`src/idll_pkg.sv`:
```
// Shared constants for the indexed doubly linked list block.
package idll_pkg;

  localparam int DEF_CAPACITY = 64;
  localparam int OP_W         = 3;
  localparam int POS_W        = 8;
  localparam int WORD_W       = 32;
  localparam int STATUS_W     = 2;
  localparam int LEN_W        = 7;

  localparam logic [OP_W-1:0] OP_ADD_TAIL = 3'd0;
  localparam logic [OP_W-1:0] OP_ADD_HEAD = 3'd1;
  localparam logic [OP_W-1:0] OP_DEL_TAIL = 3'd2;
  localparam logic [OP_W-1:0] OP_DEL_HEAD = 3'd3;
  localparam logic [OP_W-1:0] OP_DEL_AT   = 3'd4;
  localparam logic [OP_W-1:0] OP_INS_AT   = 3'd5;

  localparam logic [STATUS_W-1:0] ST_DONE  = 2'd0;
  localparam logic [STATUS_W-1:0] ST_FULL  = 2'd1;
  localparam logic [STATUS_W-1:0] ST_EMPTY = 2'd2;

  // where an operation acts
  localparam logic [1:0] AT_TAIL = 2'd0;
  localparam logic [1:0] AT_HEAD = 2'd1;
  localparam logic [1:0] AT_POS  = 2'd2;

endpackage

```
`src/idll_node_mem.sv`:
```
// Node store: data word, next link and previous link per slot.
module idll_node_mem #(
  parameter int CAPACITY = idll_pkg::DEF_CAPACITY
) (
  input  logic                               clk,
  input  logic [$clog2(CAPACITY)-1:0]        rd_addr,
  output logic [idll_pkg::WORD_W-1:0]        rd_data,
  output logic [$clog2(CAPACITY+1)-1:0]      rd_next,
  output logic [$clog2(CAPACITY+1)-1:0]      rd_prev,
  input  logic                               data_we,
  input  logic [$clog2(CAPACITY)-1:0]        data_wa,
  input  logic [idll_pkg::WORD_W-1:0]        data_wd,
  input  logic                               next_we,
  input  logic [$clog2(CAPACITY)-1:0]        next_wa,
  input  logic [$clog2(CAPACITY+1)-1:0]      next_wd,
  input  logic                               prev_we,
  input  logic [$clog2(CAPACITY)-1:0]        prev_wa,
  input  logic [$clog2(CAPACITY+1)-1:0]      prev_wd
);

  localparam int LW = $clog2(CAPACITY+1);

  logic [idll_pkg::WORD_W-1:0] data_mem [CAPACITY];
  logic [LW-1:0]               next_mem [CAPACITY];
  logic [LW-1:0]               prev_mem [CAPACITY];

  always_ff @(posedge clk) begin
    if (data_we) data_mem[data_wa] <= data_wd;
    rd_data <= data_mem[rd_addr];
  end

  always_ff @(posedge clk) begin
    if (next_we) next_mem[next_wa] <= next_wd;
    rd_next <= next_mem[rd_addr];
  end

  always_ff @(posedge clk) begin
    if (prev_we) prev_mem[prev_wa] <= prev_wd;
    rd_prev <= prev_mem[rd_addr];
  end

endmodule

```
`src/idll_alloc.sv`:
```
// Slot allocator: fresh-slot counter backed by a stack of released slots.
module idll_alloc #(
  parameter int CAPACITY = idll_pkg::DEF_CAPACITY
) (
  input  logic                        clk,
  input  logic                        rst_n,
  input  logic                        take,
  input  logic                        give,
  input  logic [$clog2(CAPACITY)-1:0] give_slot,
  output logic [$clog2(CAPACITY)-1:0] slot
);

  localparam int SW = $clog2(CAPACITY);
  localparam int CW = $clog2(CAPACITY+1);

  logic [SW-1:0] stack_mem [CAPACITY];
  logic [SW-1:0] stack_rd;
  logic [CW-1:0] fresh_r, fresh_nxt;
  logic [CW-1:0] top_r, top_nxt;
  logic [CW-1:0] top_m1;
  logic          use_fresh;

  assign top_m1    = top_r - CW'(1);
  assign use_fresh = (fresh_r < CW'(CAPACITY));
  assign slot      = use_fresh ? fresh_r[SW-1:0] : stack_rd;

  always_comb begin
    fresh_nxt = fresh_r;
    top_nxt   = top_r;
    if (take) begin
      if (use_fresh) fresh_nxt = fresh_r + CW'(1);
      else           top_nxt   = top_m1;
    end else if (give) begin
      top_nxt = top_r + CW'(1);
    end
  end

  // stack top is read every cycle; a take never follows a give directly
  always_ff @(posedge clk) begin
    if (give) stack_mem[top_r[SW-1:0]] <= give_slot;
    stack_rd <= stack_mem[top_m1[SW-1:0]];
  end

  always_ff @(posedge clk) begin
    if (!rst_n) begin
      fresh_r <= '0;
      top_r   <= '0;
    end else begin
      fresh_r <= fresh_nxt;
      top_r   <= top_nxt;
    end
  end

endmodule

```
`src/indexed_doubly_linked_list.sv`:
```
// Top level: indexed doubly linked list with command sequencer.
//
// Input words (in_*) carry one command: opcode, position and value. Each
// accepted command gives exactly one output word (out_*): status, removed
// data word and list length after the command.
// Commands run one at a time. A command is taken only while the sequencer is
// idle; the result then sits in an output register, so the next command can
// be accepted while a result still waits for out_tready.
// States from accept to result valid (the next word can be accepted then):
//   no-op, full pool or empty list   FIN
//   add / delete at head or tail     ALLOC, W1, W2 / RD, RDW, UNL, then FIN
//   delete at position k             WALK, STEP until node k, RDW, UNL, FIN
//   insert at position k             ALLOC, WALK, STEP until node k, RDW, W1, W2, FIN
// The indexed walk follows one next link per cycle through the registered
// read port of the node memory.
// Slots come from a fresh counter, then from a stack of released slots, so no
// clearing pass is needed after reset.
// Reset (rst_n low, synchronous) empties the list and drops any pending
// result. While the receiver stalls, the result is held and a command that
// has finished waits in its final state until the output register frees.
module indexed_doubly_linked_list #(
  parameter int CAPACITY = idll_pkg::DEF_CAPACITY
) (
  input  logic        clk,
  input  logic        rst_n,
  input  logic        in_tvalid,
  output logic        in_tready,
  input  logic [47:0] in_tdata,   // opcode[2:0], position[10:3], value[42:11], zero
  output logic        out_tvalid,
  input  logic        out_tready,
  output logic [47:0] out_tdata   // status[1:0], removed_value[33:2], length[40:34], zero
);

  localparam int SW = $clog2(CAPACITY);
  localparam int LW = $clog2(CAPACITY+1);
  localparam int CW = LW;
  localparam int WW = idll_pkg::WORD_W;
  localparam logic [LW-1:0] NIL = LW'(CAPACITY);

  localparam logic [3:0] S_IDLE  = 4'd0;
  localparam logic [3:0] S_ALLOC = 4'd1;
  localparam logic [3:0] S_WALK  = 4'd2;
  localparam logic [3:0] S_STEP  = 4'd3;
  localparam logic [3:0] S_RD    = 4'd4;
  localparam logic [3:0] S_RDW   = 4'd5;
  localparam logic [3:0] S_UNL   = 4'd6;
  localparam logic [3:0] S_W1    = 4'd7;
  localparam logic [3:0] S_W2    = 4'd8;
  localparam logic [3:0] S_FIN   = 4'd9;

  logic [3:0]    state_r, state_nxt;
  logic          ins_r, ins_nxt;
  logic [1:0]    at_r, at_nxt;
  logic [6:0]    k_r, k_nxt;
  logic [6:0]    cnt_r, cnt_nxt;
  logic [WW-1:0] v_r, v_nxt;
  logic [SW-1:0] s_r, s_nxt;
  logic [LW-1:0] c_r, c_nxt;
  logic [LW-1:0] p_r, p_nxt;
  logic [LW-1:0] n_r, n_nxt;
  logic [LW-1:0] head_r, head_nxt;
  logic [LW-1:0] tail_r, tail_nxt;
  logic [CW-1:0] count_r, count_nxt;
  logic [1:0]    status_r, status_nxt;
  logic [WW-1:0] removed_r, removed_nxt;
  logic          out_valid_r, out_valid_nxt;
  logic [47:0]   out_data_r, out_data_nxt;

  logic [SW-1:0] rd_addr;
  logic [WW-1:0] rd_data;
  logic [LW-1:0] rd_next, rd_prev;
  logic          data_we, next_we, prev_we;
  logic [SW-1:0] data_wa, next_wa, prev_wa;
  logic [LW-1:0] next_wd, prev_wd;
  logic          take, give;
  logic [SW-1:0] alloc_slot;

  logic [idll_pkg::OP_W-1:0] in_op;
  logic [6:0]    in_k;
  logic          in_acc;
  logic [31:0]   k_ext, cnt_ext;

  assign in_op   = in_tdata[2:0];
  assign in_k    = in_tdata[10] ? 7'd0 : in_tdata[9:3];
  assign in_acc  = in_tvalid && in_tready;
  assign k_ext   = 32'(in_k);
  assign cnt_ext = 32'(count_r);

  assign in_tready  = (state_r == S_IDLE);
  assign out_tvalid = out_valid_r;
  assign out_tdata  = out_data_r;

  idll_node_mem #(.CAPACITY(CAPACITY)) u_mem (
    .clk(clk), .rd_addr(rd_addr), .rd_data(rd_data), .rd_next(rd_next),
    .rd_prev(rd_prev),
    .data_we(data_we), .data_wa(data_wa), .data_wd(v_r),
    .next_we(next_we), .next_wa(next_wa), .next_wd(next_wd),
    .prev_we(prev_we), .prev_wa(prev_wa), .prev_wd(prev_wd)
  );

  idll_alloc #(.CAPACITY(CAPACITY)) u_alloc (
    .clk(clk), .rst_n(rst_n), .take(take), .give(give),
    .give_slot(c_r[SW-1:0]), .slot(alloc_slot)
  );

  always_comb begin
    state_nxt     = state_r;
    ins_nxt       = ins_r;
    at_nxt        = at_r;
    k_nxt         = k_r;
    cnt_nxt       = cnt_r;
    v_nxt         = v_r;
    s_nxt         = s_r;
    c_nxt         = c_r;
    p_nxt         = p_r;
    n_nxt         = n_r;
    head_nxt      = head_r;
    tail_nxt      = tail_r;
    count_nxt     = count_r;
    status_nxt    = status_r;
    removed_nxt   = removed_r;
    out_valid_nxt = out_valid_r && !out_tready;
    out_data_nxt  = out_data_r;
    rd_addr       = c_r[SW-1:0];
    data_we       = 1'b0;
    next_we       = 1'b0;
    prev_we       = 1'b0;
    data_wa       = s_r;
    next_wa       = s_r;
    prev_wa       = s_r;
    next_wd       = n_r;
    prev_wd       = p_r;
    take          = 1'b0;
    give          = 1'b0;

    unique case (state_r)
      S_IDLE: begin
        if (in_acc) begin
          v_nxt       = in_tdata[42:11];
          k_nxt       = in_k;
          removed_nxt = '0;
          status_nxt  = idll_pkg::ST_DONE;
          unique case (in_op) inside
            idll_pkg::OP_ADD_TAIL, idll_pkg::OP_ADD_HEAD, idll_pkg::OP_INS_AT: begin
              ins_nxt = 1'b1;
              if (in_op == idll_pkg::OP_ADD_TAIL)                 at_nxt = idll_pkg::AT_TAIL;
              else if (in_op == idll_pkg::OP_ADD_HEAD || in_k == 7'd0)
                                                                  at_nxt = idll_pkg::AT_HEAD;
              else if (k_ext >= cnt_ext)                          at_nxt = idll_pkg::AT_TAIL;
              else                                                at_nxt = idll_pkg::AT_POS;
              if (count_r == CW'(CAPACITY)) begin
                status_nxt = idll_pkg::ST_FULL;
                state_nxt  = S_FIN;
              end else begin
                state_nxt  = S_ALLOC;
              end
            end
            idll_pkg::OP_DEL_TAIL, idll_pkg::OP_DEL_HEAD, idll_pkg::OP_DEL_AT: begin
              ins_nxt = 1'b0;
              if (count_r == '0) begin
                status_nxt = idll_pkg::ST_EMPTY;
                state_nxt  = S_FIN;
              end else if (in_op == idll_pkg::OP_DEL_TAIL) begin
                at_nxt    = idll_pkg::AT_TAIL;
                c_nxt     = tail_r;
                state_nxt = S_RD;
              end else if (in_op == idll_pkg::OP_DEL_HEAD || in_k == 7'd0) begin
                at_nxt    = idll_pkg::AT_HEAD;
                c_nxt     = head_r;
                state_nxt = S_RD;
              end else if (k_ext + 32'd1 >= cnt_ext) begin
                // position at or past the last node takes the tail
                at_nxt    = idll_pkg::AT_TAIL;
                c_nxt     = tail_r;
                state_nxt = S_RD;
              end else begin
                at_nxt    = idll_pkg::AT_POS;
                cnt_nxt   = in_k;
                state_nxt = S_WALK;
              end
            end
            default: state_nxt = S_FIN;
          endcase
        end
      end
      S_ALLOC: begin
        take  = 1'b1;
        s_nxt = alloc_slot;
        unique case (at_r)
          idll_pkg::AT_TAIL: begin
            p_nxt     = tail_r;
            n_nxt     = NIL;
            state_nxt = S_W1;
          end
          idll_pkg::AT_HEAD: begin
            p_nxt     = NIL;
            n_nxt     = head_r;
            state_nxt = S_W1;
          end
          default: begin
            cnt_nxt   = k_r;
            state_nxt = S_WALK;
          end
        endcase
      end
      S_WALK: begin
        rd_addr   = head_r[SW-1:0];
        state_nxt = S_STEP;
      end
      S_STEP: begin
        // follow one link per cycle; read address comes from the read data
        rd_addr = rd_next[SW-1:0];
        cnt_nxt = cnt_r - 7'd1;
        if (cnt_r == 7'd1) begin
          c_nxt     = rd_next;
          state_nxt = S_RDW;
        end
      end
      S_RD: begin
        state_nxt = S_RDW;
      end
      S_RDW: begin
        p_nxt = rd_prev;
        if (ins_r) begin
          n_nxt     = c_r;
          state_nxt = S_W1;
        end else begin
          n_nxt       = rd_next;
          removed_nxt = rd_data;
          state_nxt   = S_UNL;
        end
      end
      S_UNL: begin
        give    = 1'b1;
        next_wa = p_r[SW-1:0];
        next_wd = n_r;
        prev_wa = n_r[SW-1:0];
        prev_wd = p_r;
        if (p_r != NIL) next_we = 1'b1; else head_nxt = n_r;
        if (n_r != NIL) prev_we = 1'b1; else tail_nxt = p_r;
        count_nxt = count_r - CW'(1);
        state_nxt = S_FIN;
      end
      S_W1: begin
        data_we   = 1'b1;
        next_we   = 1'b1;
        prev_we   = 1'b1;
        state_nxt = S_W2;
      end
      S_W2: begin
        next_wa = p_r[SW-1:0];
        next_wd = LW'(s_r);
        prev_wa = n_r[SW-1:0];
        prev_wd = LW'(s_r);
        if (p_r != NIL) next_we = 1'b1; else head_nxt = LW'(s_r);
        if (n_r != NIL) prev_we = 1'b1; else tail_nxt = LW'(s_r);
        count_nxt = count_r + CW'(1);
        state_nxt = S_FIN;
      end
      S_FIN: begin
        if (!out_valid_r || out_tready) begin
          out_valid_nxt = 1'b1;
          out_data_nxt  = {7'd0, idll_pkg::LEN_W'(count_r), removed_r, status_r};
          state_nxt     = S_IDLE;
        end
      end
      default: state_nxt = S_IDLE;
    endcase
  end

  always_ff @(posedge clk) begin
    if (!rst_n) begin
      state_r     <= S_IDLE;
      head_r      <= NIL;
      tail_r      <= NIL;
      count_r     <= '0;
      out_valid_r <= 1'b0;
    end else begin
      state_r     <= state_nxt;
      head_r      <= head_nxt;
      tail_r      <= tail_nxt;
      count_r     <= count_nxt;
      out_valid_r <= out_valid_nxt;
    end
  end

  always_ff @(posedge clk) begin
    ins_r      <= ins_nxt;
    at_r       <= at_nxt;
    k_r        <= k_nxt;
    cnt_r      <= cnt_nxt;
    v_r        <= v_nxt;
    s_r        <= s_nxt;
    c_r        <= c_nxt;
    p_r        <= p_nxt;
    n_r        <= n_nxt;
    status_r   <= status_nxt;
    removed_r  <= removed_nxt;
    out_data_r <= out_data_nxt;
  end

  a_count_range: assert property (@(posedge clk) disable iff (!rst_n)
    count_r <= CW'(CAPACITY)) else $error("node count above capacity");

  a_unlink_nonempty: assert property (@(posedge clk) disable iff (!rst_n)
    (state_r == S_UNL) |-> (count_r != '0)) else $error("unlink on empty list");

  a_link_room: assert property (@(posedge clk) disable iff (!rst_n)
    (state_r == S_W2) |-> (count_r < CW'(CAPACITY))) else $error("link into full pool");

  a_head_empty: assert property (@(posedge clk) disable iff (!rst_n)
    (state_r == S_IDLE) |-> ((head_r == NIL) == (count_r == '0)))
    else $error("head pointer disagrees with count");

endmodule
```
`config.mk`:
```
export PLATFORM = sky130hd
export DESIGN_NAME = indexed_doubly_linked_list
export DESIGN_NICKNAME = d
export VERILOG_FILES = /design/src/idll_pkg.sv /design/src/idll_node_mem.sv /design/src/idll_alloc.sv /design/src/indexed_doubly_linked_list.sv
export SDC_FILE = /design/constraint.sdc
export NUM_CORES = 2
export LEC_CHECK = 0
export BUFFER_PORTS_ARGS = -buffer_cell sky130_fd_sc_hd__buf_4
export CAP_MARGIN = 10
export CORE_MARGIN = 3
export CORE_UTILIZATION = 40
export CTS_CLUSTER_DIAMETER = 150
export DETAILED_ROUTE_END_ITERATION = 10
export GPL_ROUTABILITY_DRIVEN = 0
export SYNTH_ARGS = -nofsm -noshare
export SYNTH_HDL_FRONTEND = slang
export SYNTH_SLANG_ARGS = --single-unit
```
`constraint.sdc`:
```
create_clock -name clk -period 9 [get_ports clk]
set_input_delay 1.8 -clock clk [delete_from_list [all_inputs] [get_ports clk]]
set_output_delay 1.8 -clock clk [all_outputs]
set_load 0.05 [all_outputs]
```
# After elaboration in Yosys (flattened, before gate mapping)
# Memories as Yosys holds them, arrays and structs flattened. A register that Yosys moved wholly into a read port is not among the register bits.
# Index checks and enable logic that the tools add are counted.
word_totals:
  input_bits: 52
  out_inout_bits: 50
  ramBits: 3328
  n_memories: 4
  ff_bits: 191
  wordCells: 188
mem_list:
  columns: ["name", "depth", "word_bits", "read_ports", "rd_clocked_by_memory_dff", "write_ports", "line_no", "source"]
  rows:
  - ["u_mem.data_mem", 64, 32, 1, 1, 1, "idll_node_mem.sv:23", "logic [idll_pkg::WORD_W-1:0] data_mem [CAPACITY];"]
  - ["u_mem.next_mem", 64, 7, 1, 1, 1, "idll_node_mem.sv:24", "logic [LW-1:0] next_mem [CAPACITY];"]
  - ["u_mem.prev_mem", 64, 7, 1, 1, 1, "idll_node_mem.sv:25", "logic [LW-1:0] prev_mem [CAPACITY];"]
  - ["u_alloc.stack_mem", 64, 6, 1, 1, 1, "idll_alloc.sv:16", "logic [SW-1:0] stack_mem [CAPACITY];"]
op_classes:
  muxes: 82
  n_reduce_logical: 36
  addsub: 7
  order_cmp: 3
  n_eq_ne: 37
op_table:
  columns: ["op", "count"]
  rows:
  - ["7-bit two-way mux", 25]
  - ["7-bit one-hot mux with 2 select lines", 8]
  - ["32-bit two-way mux", 2]
  - ["32-bit one-hot mux with 2 select lines", 1]
  - ["4-bit one-hot mux with 9 select lines", 1]
  - ["2-bit != test, second input constant", 14]
  - ["7-bit by 1-bit adder with 7-bit output, second input constant", 3]
  - ["7-bit one-hot mux with 3 select lines", 1]
  - ["7-bit by 1-bit subtractor with 7-bit output, second input constant", 3]
  - ["4-bit two-way mux", 5]
  - ["6-bit two-way mux", 3]
  - ["1-bit two-way mux", 17]
  - ["4-bit by 3-bit == test with 1-bit output, second input constant", 4]
  - ["2-bit two-way mux", 8]
  - ["3-bit AND reduction", 5]
  - ["7-bit logical NOT", 2]
  - ["7-bit != test, second input constant", 2]
  - ["3-bit two-way mux", 4]
  - ["6-bit one-hot mux with 2 select lines", 1]
  - ["2-bit nonzero test", 6]
  - ["2-bit AND reduction", 5]
  - ["7-bit by 1-bit adder with 8-bit output, second input constant", 1]
  - ["4-bit by 2-bit == test with 1-bit output, second input constant", 2]
  - ["4-bit == test, second input constant", 2]
  - ["other kinds (28)", 40]

# Longest topological paths before layout
logic_depth:
  word_depth: 10
  depth_mapped: 13
  ltp_nobuf: 11

# By module
# A second synthesis with hierarchy kept.
hier_totals:
  hier_cells: 6750
  hier_area_um2: 138520.4
modules_own_cells:
  columns: ["module", "seq_area_each_um2", "n_inst", "area_each_um2", "cells_each"]
  rows:
  - ["idll_node_mem", 89325.7, 1, 114074.4, 5230]
  - ["idll_alloc", 11911.4, 1, 16375.7, 861]
  - ["indexed_doubly_linked_list", 5054.8, 1, 8070.2, 659]

# Worst setup path before layout
# No wires, ideal clock.
synth_timing:
  kind: "input to register"
  start: "in in_tdata[10]"
  end: "reg cnt_r[0], enable pin"
  stages: 11
  t_required_ps: 8618
  setup_ps: 382
  slack_ps: 3787
  arrival_ps: 4831
  path_buffers: 1
  path_cell_list: "clkbuf_1 -> nor2b_1 -> nand4_1 -> or3_1 -> a21oi_1 -> ha_1 -> a21o_1 -> a2111oi_0 -> o211ai_1 -> o41ai_1 -> nor3b_1"
synth_between:
  elab_chain_len: 5
  word_cells_on_any_way: 8
  classes_between: "add/sub (1); order compare (1); eq/ne (2); mux (1); reduce/logical (3)"
synth_lines:
  columns: ["element", "line_no", "source"]
  rows:
  - ["start: declaration", "indexed_doubly_linked_list.sv:28", "input logic [47:0] in_tdata,"]
  - ["7-bit two-way mux *", "indexed_doubly_linked_list.sv:84", "assign in_k = in_tdata[10] ? 7'd0 : in_tdata[9:3];"]
  - ["net in_k[1]", "indexed_doubly_linked_list.sv:79", "logic [6:0] in_k;"]
  - ["7-bit by 1-bit adder with 8-bit output / 7-bit logical NOT (equally long branches)", "indexed_doubly_linked_list.sv:171, indexed_doubly_linked_list.sv:167", null]
  - ["8-bit by 7-bit >= comparator with 1-bit output / 1-bit logical OR (equally long branches)", "indexed_doubly_linked_list.sv:171, indexed_doubly_linked_list.sv:167", null]
  - ["2-bit != test (no source line)", null, null]
  - ["8-bit AND reduction (no source line) *", null, null]
  - ["end signal: assignment", "indexed_doubly_linked_list.sv:291", "cnt_r <= cnt_nxt;"]
  - ["end: declaration", "indexed_doubly_linked_list.sv:55", "logic [6:0] cnt_r, cnt_nxt;"]
# Mark *: on every way through the listed nets, which the timed path passes. The rest lies on a longest branch.
# A chain may end at the register's enable or synchronous reset.

# Worst setup path in the final report
layout_timing:
  start: "reg state_r[3]"
  end: "reg u_mem.rd_data[18] (netlist name) (read register of u_mem.data_mem)"
layout_between:
  elab_chain_len: 2
  word_cells_on_any_way: 3
  classes_between: "eq/ne (2); mux (1)"
layout_lines:
  columns: ["element", "line_no", "source"]
  rows:
  - ["start: declaration", "indexed_doubly_linked_list.sv:51", "logic [3:0] state_r, state_nxt;"]
  - ["start signal: assignment", "indexed_doubly_linked_list.sv:279", "state_r <= state_nxt;"]
  - ["4-bit by 2-bit == test with 1-bit output", "indexed_doubly_linked_list.sv:136", "unique case (state_r)"]
  - ["6-bit one-hot mux with 2 select lines *", "indexed_doubly_linked_list.sv:136", null]
  - ["end: declaration", "idll_node_mem.sv:7", "output logic [idll_pkg::WORD_W-1:0] rd_data,"]
# Every way passes the cells marked *; elsewhere a longest branch is shown, timed or not.

==> results_dict.tcl <==
set metrics [dict create \
    status "finished clean" \
    ys_types 64 \
    multi_input_area_mm2 0.0297 \
    ir_worst_vdd_mv 0.572 \
    cts_tree "built" \
    use_met3_pct 2.65 \
    fin_nets 7542 \
    hold_class "flip-flop to flip-flop" \
    drive_gt1_share_pct 20.9 \
    maxCapViolCount 0 \
    fp-row-count 214 \
    via_per_inst 5.69 \
    die_y_um 591 \
    cts_hold_buf 0 \
    synthCells 7187 \
    synth_area_leaders "edfxtp_1 76%, mux4_2 11%, nand2_1 2.3%" \
    grt.met2_usage_pct 32.3 \
    min_path_cells 0 \
    io_pins 102 \
    clk_latency_ns 0.96 \
    antenna_found_initial 9 \
    area_growth_pct 14.0 \
    arrival_ns 6.49 \
    fmax_mhz 176 \
    finClkSkew_ns 0.0933 \
    final_util_pct 45.9 \
    async_flop_share_pct 0 \
    ys_seq_area_share_pct 77.5 \
    synth-seq-cells 3570 \
    rsz0062_at_grt "false" \
    place_hpwl_um 190000 \
    worst_pin_slew_ns 1.36 \
    max_slew_margin_pct 6.76 \
    cts_setup_buffers 0 \
    drv_slew 0 \
    cts.path.max_buffers 4 \
    drtIter0Drc 7963 \
    syn-cell-area_mm2 0.137 \
    ant_nets 0 \
    cts_root_buf "clkbuf_16" \
    io_buffers 89 \
    drc 0 \
    synth_edf_count 3479 \
    r2r_slack_ns 3.33 \
    use_met1_pct 26.7 \
    ctsResizeCount 0 \
    p_total_mw 51.4 \
    die_w_um 591 \
    synth.top_cell.area_share_pct 76.2 \
    drt-wirelength-per-cell_um 27.9 \
    crit_type "flip-flop to flip-flop" \
    tns_ns 0 \
    globalRouteOverflowTotal 0 \
    htreeDepth 5 \
    path_clk_slew_ns 0.06 \
    wl_um 344000 \
    yosys_warnings 0 \
    cts_inserted_buffers 369 \
    vias 70000 \
    grt_pass1_vias 71500 \
    synth_largest_area_cell "edfxtp_1" \
    crit_required_ns 9.83 \
    n_fill_cell 28500 \
    grt_usage_pct 19.4 \
    core_area_mm2 0.341 \
    grt.busiest_layer "met2" \
    hold_viol_final 0 \
    ff2ff_path_depth 9 \
    fin_crit_sh_pct 63.0 \
    grt_pass1_wl_um 503000 \
    p_per_area_mw_per_mm2 329 \
    p_leak_nw 49.1 \
    start_util_pct 40.3 \
    cp_max_fo 45 \
    critPathCaptureType "flip-flop" \
    grt_max_degree 154 \
    min_period_ns 5.67 \
    drtPass1Iterations 6 \
    die-area_mm2 0.350 \
    regArea_mm2 0.106 \
    start_kind "flip-flop" \
    setup_viol 0 \
    postSynthAreaPerCell_um2 19.1 \
    synth_top_flop_cell "edfxtp_1" \
    clkSinkCount 3570 \
]
[critical path, stage by stage, from the launching register on]
cell and delay (ns):
dfxtp_1 0.50, nor3b_4 0.25, buf_4 0.33, mux2i_4 0.85
buf_4 0.84, mux4_2 0.59, a22o_1 0.27, a2111oi_0 1.13
a21oi_1 0.42, and3_1 0.33
[registers in the layout, summed over array words and instances, names as in the netlist, 32 cells and up]
name and count:
u_alloc.stack_mem 384, out_tdata 41, u_mem.prev_mem 448, u_mem.data_mem 2048, u_mem.next_mem 448, removed_r 32
u_mem.rd_data 32, v_r 32
[cell type report]
class | instances | share of cell area (%)
inverter | 31 | 0.0744
multi-input combinational | 3191 | 19.0
tap | 4536 | 3.63
clock buffer | 462 | 6.23
clock inverter | 224 | 1.55
antenna | 4 | 0.00640
sequential | 3570 | 68.0
timing repair buffer | 300 | 1.53
[cell families after synthesis]
kind of cell / synth area share [%]
AOI/OAI and AO/OA: 4.57
other: 0.00274
DFF: 77.5
buffers and inverters: 1.40
and+or+nand+nor: 4.25
muxes: 11.8
xor gates and xnor gates: 0.179
adders and majority gates: 0.252
[metrics by stage]
step / setup WS, ns / std cells / area (um2) / hold WS [ns]
finish: 3.33 / 12300 / 156000 / 0.419
global route: 3.12 / 12300 / 156000 / 0.424
CTS: 3.28 / 12300 / 156000 / 0.419
detailed placement: 3.05 / 11600 / 144000 / 0.407
global placement: 3.05 / 11600 / 144000 / 0.409
floorplan: 3.79 / 7193 / 137000 / 0.400
[placed cells by master (no fill, tap or decap), types with 17 or more instances in the layout]
cell type,instances
edfxtp_1,3479
nand2_1,821
mux4_2,656
a21oi_1,387
clkbuf_16,370
buf_4,288
nor2_1,235
a2111oi_0,165
a22oi_1,161
mux2i_1,121
dfxtp_1,90
and3_1,80
clkbuf_1,78
clkinv_2,72
clkinv_1,66
nor2_4,65
nand3_1,51
o22ai_1,44
a22o_1,42
bufinv_16,40
o21ai_0,31
inv_1,30
ha_1,25
nor3_1,23
and2_1,19
nor2b_1,18
xnor2_1,17
[Yosys cell counts (11+ instances only)]
cell	instances
mux4_2	656
ha_1	26
mux2_2	17
o21ai_0	33
o22ai_1	44
nand2_1	833
nor3_1	23
buf_1	47
inv_1	31
a211oi_1	14
dfxtp_1	91
nand3_1	51
nor2b_1	22
a22o_1	42
xnor2_1	19
a2111oi_0	175
and2_1	21
edfxtp_1	3479
buf_4	39
nor2_1	300
nand3b_1	14
clkbuf_1	210
and3_1	80
a21oi_1	388
o211a_1	11
a22oi_1	161
a21o_1	11
mux2i_1	122
a31oi_1	15
buf_2	101
[path summary, 6_finish.rpt]
kind	from	end
worst max-delay path	state_r[3]$_SDFFE_PN0P_	u_mem.rd_data[18]$_DFF_P_
worst min-delay path	removed_r[15]$_SDFFCE_PN0P_	out_tdata[17]$_DFFE_PP_
worst max register to register	state_r[3]$_SDFFE_PN0P_	u_mem.rd_data[18]$_DFF_P_
worst min register to register	removed_r[15]$_SDFFCE_PN0P_	out_tdata[17]$_DFFE_PP_
[power breakdown]
| group | internal [mW] | switching [mW] | total, mW |
|---|---|---|---|
| logic | 5.37 | 10.1 | 15.5 |
| clock network | 8.87 | 6.37 | 15.2 |
| registers | 20.3 | 0.336 | 20.6 |
| total | 34.5 | 16.8 | 51.4 |
[layer usage]
| layer | share of wire (%) | up-vias | wire, um |
|---|---|---|---|
| met4 | 3.1 | 4 | 10600 |
| met3 | 6.4 | 557 | 22000 |
| li1 | - | 29700 | - |
| met2 | 50 | 2569 | 170000 |
| met5 | 0.0061 | - | 21 |
| met1 | 41 | 37200 | 141000 |
No activity file was read; power rests on OpenSTA's default activity.
